### src/rtl/core/dqrl_pkg.sv
package dqrl_pkg;

	// field and register widths
	localparam int BYTE_QUOTA_W = 40;
	localparam int OP_QUOTA_W   = 24;
	localparam int BYTES_LEFT_W = 42;
	localparam int OPS_LEFT_W   = 25;
	localparam int BYTES_W      = 32;
	localparam int APB_DATA_W   = 64;
	localparam int APB_ADDR_W   = 4;

	// item kinds
	localparam logic CMD_REQUEST = 1'b0;
	localparam logic CMD_TICK    = 1'b1;

	// request operations
	localparam logic [1:0] OP_READ   = 2'd0;
	localparam logic [1:0] OP_WRITE  = 2'd1;
	localparam logic [1:0] OP_FLUSH  = 2'd2;
	localparam logic [1:0] OP_DELETE = 2'd3;

	// result status codes
	localparam logic [1:0] STATUS_GRANTED  = 2'd0;
	localparam logic [1:0] STATUS_RELEASED = 2'd1;
	localparam logic [1:0] STATUS_BUSY     = 2'd2;

	// register index, taken from paddr bit 3 (registers at 0x0 and 0x8)
	localparam logic REG_BYTE_QUOTA = 1'b0;
	localparam logic REG_OP_QUOTA   = 1'b1;

	typedef struct packed {
		logic [BYTE_QUOTA_W-1:0] byte_quota;
		logic [OP_QUOTA_W-1:0]   op_quota;
	} cfg_t;

	typedef struct packed {
		logic               emit;
		logic [1:0]         status;
		logic [BYTES_W-1:0] bytes;
	} result_t;

endpackage

### src/rtl/core/dqrl_cfg_regs.sv
module dqrl_cfg_regs (
	input  logic                              clk,
	input  logic                              arst_n,
	input  logic                              psel,
	input  logic                              penable,
	input  logic                              pwrite,
	input  logic [dqrl_pkg::APB_ADDR_W-1:0]   paddr,
	input  logic [dqrl_pkg::APB_DATA_W-1:0]   pwdata,
	output logic [dqrl_pkg::APB_DATA_W-1:0]   prdata,
	output logic                              pready,
	output dqrl_pkg::cfg_t                    cfg
);

	dqrl_pkg::cfg_t cfg_q;
	logic           wr_en;

	assign pready = 1'b1;
	assign wr_en  = psel && penable && pwrite;

	always_ff @(posedge clk or negedge arst_n) begin
		if (!arst_n) begin
			cfg_q.byte_quota <= '0;
			cfg_q.op_quota   <= '0;
		end else if (wr_en) begin
			case (paddr[3])
				dqrl_pkg::REG_BYTE_QUOTA: begin
					cfg_q.byte_quota <= pwdata[dqrl_pkg::BYTE_QUOTA_W-1:0];
				end
				dqrl_pkg::REG_OP_QUOTA: begin
					cfg_q.op_quota <= pwdata[dqrl_pkg::OP_QUOTA_W-1:0];
				end
				default: begin
					cfg_q <= cfg_q;
				end
			endcase
		end
	end

	always_comb begin
		case (paddr[3])
			dqrl_pkg::REG_BYTE_QUOTA: prdata = dqrl_pkg::APB_DATA_W'(cfg_q.byte_quota);
			dqrl_pkg::REG_OP_QUOTA:   prdata = dqrl_pkg::APB_DATA_W'(cfg_q.op_quota);
			default:                  prdata = '0;
		endcase
	end

	assign cfg = cfg_q;

endmodule

### src/rtl/core/dqrl_core.sv
module dqrl_core #(
	parameter int CNT_W = 32
) (
	input  logic                 clk,
	input  logic                 arst_n,
	input  logic                 step,
	input  logic                 cmd,
	input  logic [1:0]           op_kind,
	input  logic [CNT_W-1:0]     count,
	input  dqrl_pkg::cfg_t       cfg,
	output dqrl_pkg::result_t    res
);

	localparam int BlW  = dqrl_pkg::BYTES_LEFT_W;
	localparam int OlW  = dqrl_pkg::OPS_LEFT_W;
	localparam int BlxW = BlW + 1;
	localparam int OlxW = OlW + 1;

	// remainders are two's complement, sign in the top bit
	logic [BlW-1:0]   bytes_left_q, bytes_left_d;
	logic [OlW-1:0]   ops_left_q, ops_left_d;
	logic             new_period_q, new_period_d;
	logic             held_q, held_d;
	logic [CNT_W-1:0] held_bytes_q;
	logic             held_bytes_we;

	logic             byte_en, op_en, overdrawn, pass_through;
	logic [BlxW-1:0]  bl_sub;
	logic [OlxW-1:0]  ol_sub;
	logic [BlW-1:0]   bl_charged, bl_fill;
	logic [OlW-1:0]   ol_charged, ol_fill;

	assign byte_en = (cfg.byte_quota != '0);
	assign op_en   = (cfg.op_quota != '0);

	// charge with saturation at the most negative value; only the sign matters once overdrawn
	always_comb begin
		bl_sub = {bytes_left_q[BlW-1], bytes_left_q} - BlxW'(count);
		ol_sub = {ops_left_q[OlW-1], ops_left_q} - OlxW'(1);
		if (!byte_en) begin
			bl_charged = bytes_left_q;
		end else if (bl_sub[BlxW-1] != bl_sub[BlxW-2]) begin
			bl_charged = {1'b1, {(BlW-1){1'b0}}};
		end else begin
			bl_charged = bl_sub[BlW-1:0];
		end
		if (!op_en) begin
			ol_charged = ops_left_q;
		end else if (ol_sub[OlxW-1] != ol_sub[OlxW-2]) begin
			ol_charged = {1'b1, {(OlW-1){1'b0}}};
		end else begin
			ol_charged = ol_sub[OlW-1:0];
		end
	end

	assign bl_fill = byte_en ? BlW'(cfg.byte_quota) : bytes_left_q;
	assign ol_fill = op_en ? OlW'(cfg.op_quota) : ops_left_q;

	assign overdrawn = (byte_en && bl_charged[BlW-1]) || (op_en && ol_charged[OlW-1]);
	assign pass_through = (!byte_en && !op_en)
		|| (op_kind == dqrl_pkg::OP_FLUSH) || (op_kind == dqrl_pkg::OP_DELETE);

	always_comb begin
		bytes_left_d  = bytes_left_q;
		ops_left_d    = ops_left_q;
		new_period_d  = new_period_q;
		held_d        = held_q;
		held_bytes_we = 1'b0;
		res.emit      = 1'b0;
		res.status    = dqrl_pkg::STATUS_GRANTED;
		res.bytes     = dqrl_pkg::BYTES_W'(count);
		if (step) begin
			if (cmd == dqrl_pkg::CMD_TICK) begin
				if (!held_q) begin
					new_period_d = 1'b1;
				end else begin
					bytes_left_d = bl_fill;
					ops_left_d   = ol_fill;
					new_period_d = 1'b0;
					held_d       = 1'b0;
					res.emit     = 1'b1;
					res.status   = dqrl_pkg::STATUS_RELEASED;
					res.bytes    = dqrl_pkg::BYTES_W'(held_bytes_q);
				end
			end else if (held_q) begin
				res.emit   = 1'b1;
				res.status = dqrl_pkg::STATUS_BUSY;
			end else if (pass_through) begin
				res.emit = 1'b1;
			end else if (overdrawn && new_period_q) begin
				bytes_left_d = bl_fill;
				ops_left_d   = ol_fill;
				new_period_d = 1'b0;
				res.emit     = 1'b1;
			end else if (overdrawn) begin
				bytes_left_d  = bl_charged;
				ops_left_d    = ol_charged;
				held_d        = 1'b1;
				held_bytes_we = 1'b1;
			end else begin
				bytes_left_d = bl_charged;
				ops_left_d   = ol_charged;
				res.emit     = 1'b1;
			end
		end
	end

	always_ff @(posedge clk or negedge arst_n) begin
		if (!arst_n) begin
			bytes_left_q <= '0;
			ops_left_q   <= '0;
			new_period_q <= 1'b1;
			held_q       <= 1'b0;
		end else begin
			bytes_left_q <= bytes_left_d;
			ops_left_q   <= ops_left_d;
			new_period_q <= new_period_d;
			held_q       <= held_d;
		end
	end

	always_ff @(posedge clk) begin
		if (held_bytes_we) begin
			held_bytes_q <= count;
		end
	end

endmodule

### src/rtl/core/dqrl_out_reg.sv
module dqrl_out_reg (
	input  logic                              clk,
	input  logic                              arst_n,
	input  logic                              step,
	input  dqrl_pkg::result_t                 res,
	output logic                              free,
	output logic                              res_valid,
	input  logic                              res_ready,
	output logic [1:0]                        status,
	output logic [dqrl_pkg::BYTES_W-1:0]      granted_bytes
);

	logic                          valid_q;
	logic [1:0]                    status_q;
	logic [dqrl_pkg::BYTES_W-1:0]  bytes_q;

	assign free = !valid_q || res_ready;

	always_ff @(posedge clk or negedge arst_n) begin
		if (!arst_n) begin
			valid_q <= 1'b0;
		end else if (free) begin
			valid_q <= step && res.emit;
		end
	end

	always_ff @(posedge clk) begin
		if (free && step && res.emit) begin
			status_q <= res.status;
			bytes_q  <= res.bytes;
		end
	end

	assign res_valid     = valid_q;
	assign status        = status_q;
	assign granted_bytes = bytes_q;

endmodule

### src/rtl/core/dual_quota_io_rate_limiter.sv
// dual quota request gate
// requests (cmd 0) are charged against a byte quota and an operation quota,
// each enabled while its register is nonzero; ticks (cmd 1) open a new period
// input channel req_valid/req_ready carries cmd, op_kind, byte_count; the
// result channel res_valid/res_ready carries status and granted_bytes
// quotas are written over the apb port: byte quota at 0x0, op quota at 0x8
// an item is taken into an input register, worked in short logic (one
// subtract, a sign test and a reload per counter) and its result, if any,
// lands in the output register once that register is free; throughput is
// one item per clock while res_ready holds high; the counters update as
// each item is worked, so back to back items always see the latest remainders
// an overdrawn request in a period with no tick yet is held and produces no
// result until the next tick, which answers it with status released
// while res_valid is high and res_ready low the input register holds its item,
// so req_ready drops once it is full and stays low until the result is taken
// reset clears the quotas and remainders, marks a new period as seen and
// leaves no request held; no clearing pass is needed
module dual_quota_io_rate_limiter #(
	parameter int COUNT_WIDTH = 32
) (
	input  logic                              clk,
	input  logic                              arst_n,
	// configuration port
	input  logic                              psel,
	input  logic                              penable,
	input  logic                              pwrite,
	input  logic [dqrl_pkg::APB_ADDR_W-1:0]   paddr,
	input  logic [dqrl_pkg::APB_DATA_W-1:0]   pwdata,
	output logic [dqrl_pkg::APB_DATA_W-1:0]   prdata,
	output logic                              pready,
	// item input
	input  logic                              req_valid,
	output logic                              req_ready,
	input  logic                              cmd,
	input  logic [1:0]                        op_kind,
	input  logic [31:0]                       byte_count,
	// result output
	output logic                              res_valid,
	input  logic                              res_ready,
	output logic [1:0]                        status,
	output logic [31:0]                       granted_bytes
);

	// byte counts are taken modulo 2^COUNT_WIDTH, never wider than the port
	localparam int CntW = (COUNT_WIDTH < 32) ? COUNT_WIDTH : 32;

	dqrl_pkg::cfg_t    cfg;
	dqrl_pkg::result_t res;

	// input register
	logic             valid_s1;
	logic             cmd_s1;
	logic [1:0]       op_kind_s1;
	logic [CntW-1:0]  count_s1;

	logic out_free;
	logic step;

	// the stage advances whenever the output register can take a result
	assign step      = valid_s1 && out_free;
	assign req_ready = !valid_s1 || out_free;

	always_ff @(posedge clk or negedge arst_n) begin
		if (!arst_n) begin
			valid_s1 <= 1'b0;
		end else if (req_ready) begin
			valid_s1 <= req_valid;
		end
	end

	always_ff @(posedge clk) begin
		if (req_valid && req_ready) begin
			cmd_s1     <= cmd;
			op_kind_s1 <= op_kind;
			count_s1   <= byte_count[CntW-1:0];
		end
	end

	dqrl_cfg_regs u_cfg (
		.clk     (clk),
		.arst_n  (arst_n),
		.psel    (psel),
		.penable (penable),
		.pwrite  (pwrite),
		.paddr   (paddr),
		.pwdata  (pwdata),
		.prdata  (prdata),
		.pready  (pready),
		.cfg     (cfg)
	);

	// quota counters, period flag and held request
	dqrl_core #(
		.CNT_W (CntW)
	) u_core (
		.clk     (clk),
		.arst_n  (arst_n),
		.step    (step),
		.cmd     (cmd_s1),
		.op_kind (op_kind_s1),
		.count   (count_s1),
		.cfg     (cfg),
		.res     (res)
	);

	dqrl_out_reg u_out (
		.clk           (clk),
		.arst_n        (arst_n),
		.step          (step),
		.res           (res),
		.free          (out_free),
		.res_valid     (res_valid),
		.res_ready     (res_ready),
		.status        (status),
		.granted_bytes (granted_bytes)
	);

endmodule

### config.mk
export PLATFORM = sky130hd
export DESIGN_NAME = dual_quota_io_rate_limiter
export DESIGN_NICKNAME = d
export VERILOG_FILES = /design/src/rtl/core/dqrl_pkg.sv /design/src/rtl/core/dqrl_cfg_regs.sv /design/src/rtl/core/dqrl_core.sv /design/src/rtl/core/dqrl_out_reg.sv /design/src/rtl/core/dual_quota_io_rate_limiter.sv
export SDC_FILE = /design/constraint.sdc
export NUM_CORES = 1
export LEC_CHECK = 0
export ABC_AREA = 1
export BUFFER_PORTS_ARGS = -buffer_cell sky130_fd_sc_hd__buf_2
export CAP_MARGIN = 20
export CORE_MARGIN = 2
export CORE_UTILIZATION = 49
export DETAILED_ROUTE_END_ITERATION = 8
export PLACE_DENSITY = 0.74
export SLEW_MARGIN = 5
export SYNTH_ARGS = -nofsm -noshare
export SYNTH_HDL_FRONTEND = slang
export SYNTH_SLANG_ARGS = --single-unit
### constraint.sdc
create_clock -name clk -period 5 [get_ports clk]
set_input_delay 1 -clock clk [delete_from_list [all_inputs] [get_ports clk]]
set_output_delay 1 -clock clk [all_outputs]
set_load 0.01 [all_outputs]
After elaboration in Yosys (flattened, before gate mapping):

Cells that the tools add are included.

* flip-flop bits (word level): 236
* latch bits: 0
* bits in writable memories: 0
* memory bits (read-only): 0
* bits of input ports: 110
* output and inout bits: 101
* logic and storage cells: 96
* memories kept: 0

* add/sub/neg operators: 2
* multipliers: 0
* div/mod/pow operators: 0
* order comparisons: 0
* equality and inequality tests: 7
* shift-type cells: 0
* muxes and demuxes: 39
* bitwise logic cells: 1
* reduce and logical (&&, ||, !) cells: 31

Operators with widths (count)
* $mux 42: 8
* $mux 25: 8
* $pmux 64 s2: 1
* $mux 35: 2
* $sub 42x33->43: 1
* $reduce_bool 40->1: 1
* $mux 32: 1
* $sub 25x2->26 const B: 1
* $reduce_bool 24->1: 1
* $mux 1: 17
* $logic_and 1x1->1: 11
* $reduce_and 5->1: 2
* $reduce_and 4->1: 2
* $reduce_bool 3->1: 2
* $logic_or 1x1->1: 5
* $eq 2x2->1 const B: 2
* $logic_not 1->1: 4
* $ne 2x2->1 const B: 2
* $reduce_and 2->1: 2
* $mux 3: 1
* $mux 2: 1
* $ne 1x1->1: 2
* $ne 2x1->1 const B: 1
* $reduce_bool 2->1: 1
* $not 1->1: 1

Depth between registers and ports, before layout:

* depth after elaboration: 13
* depth in mapped cells: 26
* gate-level depth less buffers: 25

Modules after synthesis:

A second synthesis with hierarchy kept.

* cells, all modules: 2020
* area total of the unflattened synthesis: 14684.1 um^2

Modules (own cells, without submodules)
* dqrl_core: instances 1, cells each 1518, area an instance 9241.4 um^2, seq. area each 2688.8 um^2
* dqrl_cfg_regs: instances 1, cells each 419, area an instance 3273.1 um^2, seq. area each 1601.5 um^2
* dual_quota_io_rate_limiter: instances 1, cells each 43, area an instance 1103.6 um^2, seq. area each 1076.0 um^2
* dqrl_out_reg: instances 1, cells each 40, area an instance 1066.0 um^2, seq. area each 1046.0 um^2

Least setup slack after synthesis:

Ideal clock, no wire load.

* path kind: reg2reg
* start: reg u_core.bytes_left_q[11]
* end: reg u_core.held_bytes_q[0], enable pin
* setup time: 421 ps
* arrival time: 3605 ps
* required time: 4579 ps
* setup slack: 974 ps
* stages on the path, launching flop included: 18
* path buffers: 0
* clock period less this slack: 4026 ps
* cell sequence: dfrtp_1 > ha_1 > nand2_1 > nor2_1 > nand2_1 > inv_1 > nand4_1 > nand3_1 > nand2_1 > nand2_1 > nor3_1 > xor2_1 > ha_1 > inv_1 > o21ai_2 > a21oi_1 > nand3_1 > nor2_1

* cells in the longest elaborated chain, start to end: 12
* elaborated cells between the ends (all ways): 13
* those cells by class: add/sub: 1; eq/ne: 1; mux: 8; reduce/logical: 3

Ends and longest elaborated chain
* from (decl): RTL line dqrl_core.sv:20 `logic [BlW-1:0] bytes_left_q, bytes_left_d;`
* from (signal assigned): RTL line dqrl_core.sv:115 `bytes_left_q <= bytes_left_d;`
* $sub 42x33->43 *: RTL line dqrl_core.sv:38 `bl_sub = {bytes_left_q[BlW-1], bytes_left_q} - BlxW'(count);`
* $ne 1x1->1: RTL line dqrl_core.sv:42 `end else if (bl_sub[BlxW-1] != bl_sub[BlxW-2]) begin`
* $mux 42 *: RTL line dqrl_core.sv:42
* $mux 42 *: RTL line dqrl_core.sv:40 `if (!byte_en) begin`
* $logic_and 1x1->1 *: RTL line dqrl_core.sv:59 `assign overdrawn = (byte_en && bl_charged[BlW-1]) || (op_en && ol_charged[OlW-1]);`
* $logic_or 1x1->1 *: RTL line dqrl_core.sv:59
* $mux 1 / $logic_and 1x1->1 (equally long branches): RTL line dqrl_core.sv:95, dqrl_core.sv:90
* $mux 1 *: RTL line dqrl_core.sv:90 `end else if (overdrawn && new_period_q) begin`
* $mux 1 *: RTL line dqrl_core.sv:88 `end else if (pass_through) begin`
* $mux 1 *: RTL line dqrl_core.sv:85 `end else if (held_q) begin`
* $mux 1 *: RTL line dqrl_core.sv:73 `if (cmd == dqrl_pkg::CMD_TICK) begin`
* $mux 1 *: RTL line dqrl_core.sv:72 `if (step) begin`
* via u_core.held_bytes_we: RTL line dqrl_core.sv:25 `logic held_bytes_we;`
* to (signal assigned): RTL line dqrl_core.sv:124 `held_bytes_q <= count;`
* to (decl): RTL line dqrl_core.sv:24 `logic [CNT_W-1:0] held_bytes_q;`

Mark *: on every way through the listed nets, which the timed path passes. The rest lies on a longest branch. The select of a mux whose other input is x is not followed.
A chain may end at the register's enable or synchronous reset.

Worst setup path after layout:

* start: reg count_s1[15]
* end: reg u_core.bytes_left_q[35]

* cells in the longest elaborated chain, start to end: 11
* elaborated cells between the ends (all ways): 13
* those cells by class: add/sub: 1; eq/ne: 1; mux: 6; reduce/logical: 5

Ends and longest elaborated chain
* from (decl): RTL line dual_quota_io_rate_limiter.sv:54 `logic [CntW-1:0] count_s1;`
* from (signal assigned): RTL line dual_quota_io_rate_limiter.sv:75 `count_s1 <= byte_count[CntW-1:0];`
* $sub 42x33->43 *: RTL line dqrl_core.sv:38
* $ne 1x1->1: RTL line dqrl_core.sv:42
* $mux 42 *: RTL line dqrl_core.sv:42
* $mux 42 *: RTL line dqrl_core.sv:40
* $logic_and 1x1->1: RTL line dqrl_core.sv:59
* $logic_or 1x1->1: RTL line dqrl_core.sv:59
* $logic_and 1x1->1: RTL line dqrl_core.sv:90
* $mux 42: RTL line dqrl_core.sv:90
* $mux 42: RTL line dqrl_core.sv:88
* $mux 42: RTL line dqrl_core.sv:85
* $mux 42: RTL line dqrl_core.sv:73

Every way passes the cells marked *; elsewhere a longest branch is shown, timed or not. The select of a mux whose other input is x is not followed.

==> metrics.cfg <==
[finish]
final_area_um2 = 16200
antenna_cells = 0
multiInputGateArea_um2 = 6410
num-fill-cells = 2732
drive_gt1_share_pct = 11.8
nets = 2253
seqCellArea_um2 = 6380
finalNonFillerCells = 2510
final_util_pct = 56.6
syn_to_final_growth_pct = 14.1

[route]
drc = 0
wl_um = 39400
m1WireLength_um = 17600
ant_nets = 0
first_pass_iters = 6
wl_met3_um = 2130
drt_iter0_drc = 1010
via_per_inst = 5.15
wl_met2_um = 18200
wl_per_cell_um = 15.7
num_vias = 12900
top_layer_used = met4

[placed_design]
place.gp.congestion = 0.961
hpwlAfterDp_um = 28900
numPortBuffers = 157
dpl.cell_count = 2456
post_dp_cell_area_um2 = 15200

[power_and_ir_drop]
power_density_nw_per_um2 = 531
p_leak_nw = 8.33
vdd.ir_drop.worst_mv = 0.320

[sta]
slew_violations = 0
slew_headroom_pct = 38.4
rsz0062_at_grt = no
fin_crit_sh_pct = 82.5
finalClockSkew_ps = 14.5
clock.fmax_mhz = 243
setup-tns-final_ps = 0
hold_ws_ps = 347
finalCriticalPeriod_ps = 4120
final-hold-violation-count = 0
setup_viol = 0
worst_pin_slew_ps = 920

[yosys]
synth_area_um2 = 14200
synth_edf_count = 100
synth_cell_type_count = 43
synth_seq_area_share_pct = 45.1
syn_area_per_cell_um2 = 7.23
synth-main-ff-cell = dfrtp_1
synth-seq-cells = 235
async_flop_share_pct = 57.4
ys_warn_count = 0
synthCells = 1958

[cts]
cts.path.max_buffers = 3
cts_hold_buf = 0
post_cts_buffers = 0
cts-root-buf = clkbuf_16
clk_latency_ps = 540
cts_resized = 0
h-tree-depth = 1
cts_buffers = 28
cts_sinks = 235
cts_tree = done
path_clk_slew_ps = 60

[worst_hold_path]
hold_path_class = input port to async pin

[global_routing]
antenna_found_initial = 0
grt_pass1_wl_um = 63400
grt_overflow_total = 0
gr-usage-all-layers_pct = 26.1
grt_start_max_net_pins = 85
grt_pass1_vias = 12100

[critical_path]
start_kind = flip-flop
r2r_slack_ps = 880
critPathKind = flip-flop to flip-flop
critPathMaxFanout = 45
crit_required_ps = 5430
arrival_ps = 4550
cp-end-kind = flip-flop

[floorplanning]
start_util_pct = 49.6
die-width_um = 174
num_rows = 62
dieArea_um2 = 30300
core_um2 = 28500
die_h_um = 174
num_io_pins = 211

[status]
status = completed

[run]
drv_cap = 0

==> power breakdown <==
| group | switching [mW] | internal [mW] |
|---|---|---|
| registers | 0.425 | 2.48 |
| logic | 2.44 | 1.22 |
| clock network | 0.816 | 1.18 |
| total | 3.68 | 4.89 |
==> path summary, 6_finish.rpt <==
kind	endpoint	cells after the start	start
worst max register to register	u_core.bytes_left_q[35]	24	count_s1[15]
worst max-delay path	u_core.bytes_left_q[35]	24	count_s1[15]
worst min register to register	u_core.held_bytes_q[2]	0	count_s1[2]
min in group clk	u_core.held_bytes_q[2]	0	count_s1[2]
worst min-delay path	u_cfg.cfg[51]	1	arst_n
max in group asynchronous	u_core.new_period_q	3	arst_n
==> area by class of cell <==
cell class	instances	area share, %
multi-input cells	1401	39.7
flip-flops and latches	235	39.5
inverters	262	6.10
repair buffers	176	6.04
clock buffers	37	5.00
well taps	384	2.97
clock inverters	15	0.651
==> through the flow <==
| stage | setup WS, ps | power [mW] |
|---|---|---|
| finish | 877 | 8.57 |
| global route | 529 | 9.26 |
| CTS | 910 | 8.57 |
| detailed placement | 961 | 6.53 |
| global placement | 1010 | 6.46 |
| floorplan | 974 | 5.49 |
==> kinds of logic after synthesis <==
family	Yosys count	share of synthesized area, %
and+or+nand+nor	1063	30.4
muxes	2	0.150
xor gates and xnor gates	24	1.48
other	2	0.0530
buffers and inverters	345	10.3
DFF	235	45.1
AOI/OAI and AO/OA	248	9.04
adders and majority gates	39	3.50
==> placed cells by master (no fill, tap or decap), types with 3 or more instances in the layout <==
| master | synthesis | layout |
|---|---|---|
| o21ai_0 | 110 | 110 |
| nor2_2 | 5 | 6 |
| dfrtp_1 | 134 | 134 |
| and3_1 | 3 | 3 |
| ha_1 | 38 | 38 |
| nor2_1 | 218 | 217 |
| clkinv_2 | 0 | 7 |
| xor2_1 | 14 | 14 |
| clkbuf_16 | 0 | 30 |
| conb_1 | 2 | 25 |
| a21oi_1 | 100 | 100 |
| clkbuf_1 | 34 | 4 |
| nand2_1 | 656 | 654 |
| inv_1 | 252 | 252 |
| nor3_1 | 11 | 11 |
| buf_2 | 15 | 156 |
| xnor2_1 | 10 | 10 |
| nand3_1 | 142 | 142 |
| clkinv_1 | 0 | 4 |
| inv_2 | 9 | 9 |
| clkbuf_8 | 0 | 3 |
| nand4_1 | 9 | 9 |
| edfxtp_1 | 100 | 100 |
| buf_4 | 25 | 17 |
| nand2_2 | 4 | 6 |
| nand3b_1 | 6 | 6 |
| o21ai_1 | 29 | 29 |
==> layer usage <==
layer	vias to the layer above	GRT usage [%]
li1	6456	-
met1	5989	35.7
met2	409	43.0
met3	71	3.00
met4	0	9.00
met5	-	0
==> cells in the mapped netlist (2+ instances only) <==
cell type | count | share of area [%]
a21oi_1 | 100 | 3.5
a31oi_1 | 2 | 0.088
and3_1 | 3 | 0.13
buf_1 | 3 | 0.080
buf_2 | 15 | 0.53
buf_4 | 25 | 1.3
buf_6 | 6 | 0.48
clkbuf_1 | 34 | 0.90
conb_1 | 2 | 0.053
dfrtp_1 | 134 | 24
edfxtp_1 | 100 | 21
ha_1 | 38 | 3.4
inv_1 | 252 | 6.7
inv_2 | 9 | 0.24
nand2_1 | 656 | 17
nand2_2 | 4 | 0.18
nand3_1 | 142 | 5.0
nand3b_1 | 6 | 0.32
nand4_1 | 9 | 0.40
nor2_1 | 218 | 5.8
nor2_2 | 5 | 0.22
nor2_4 | 2 | 0.16
nor3_1 | 11 | 0.39
nor3b_1 | 2 | 0.11
nor4_1 | 2 | 0.088
o21ai_0 | 110 | 3.9
o21ai_1 | 29 | 1.0
o31ai_1 | 2 | 0.11
xnor2_1 | 10 | 0.62
xor2_1 | 14 | 0.87
==> critical path, stage by stage (launching register included) <==
cell	delay [ps]
edfxtp_1	380
inv_1	110
ha_1	300
nand2_1	160
inv_1	50
nand2_1	60
nand2_1	80
a21oi_1	220
nand3_1	210
nand2_1	180
nand2_1	80
nor3_1	230
xor2_1	110
ha_1	230
inv_1	90
o21ai_2	80
nand2_2	100
nand2_1	70
nand2_2	360
buf_4	500
nand3_1	140
nand2_1	100
inv_1	40
nand2_1	50
nand2_1	50
==> registers in the layout (all words and copies together), names as in the netlist <==
signal,flops
cmd_s1,1
count_s1,32
op_kind_s1,1
u_cfg.cfg,64
u_core.bytes_left_q,42
u_core.held_bytes_q,32
u_core.held_q,1
u_core.new_period_q,1
u_core.ops_left_q,25
u_out.granted_bytes,32
u_out.res_valid,1
u_out.status,2
valid_s1,1
No activity file was read; power rests on OpenSTA's default activity.
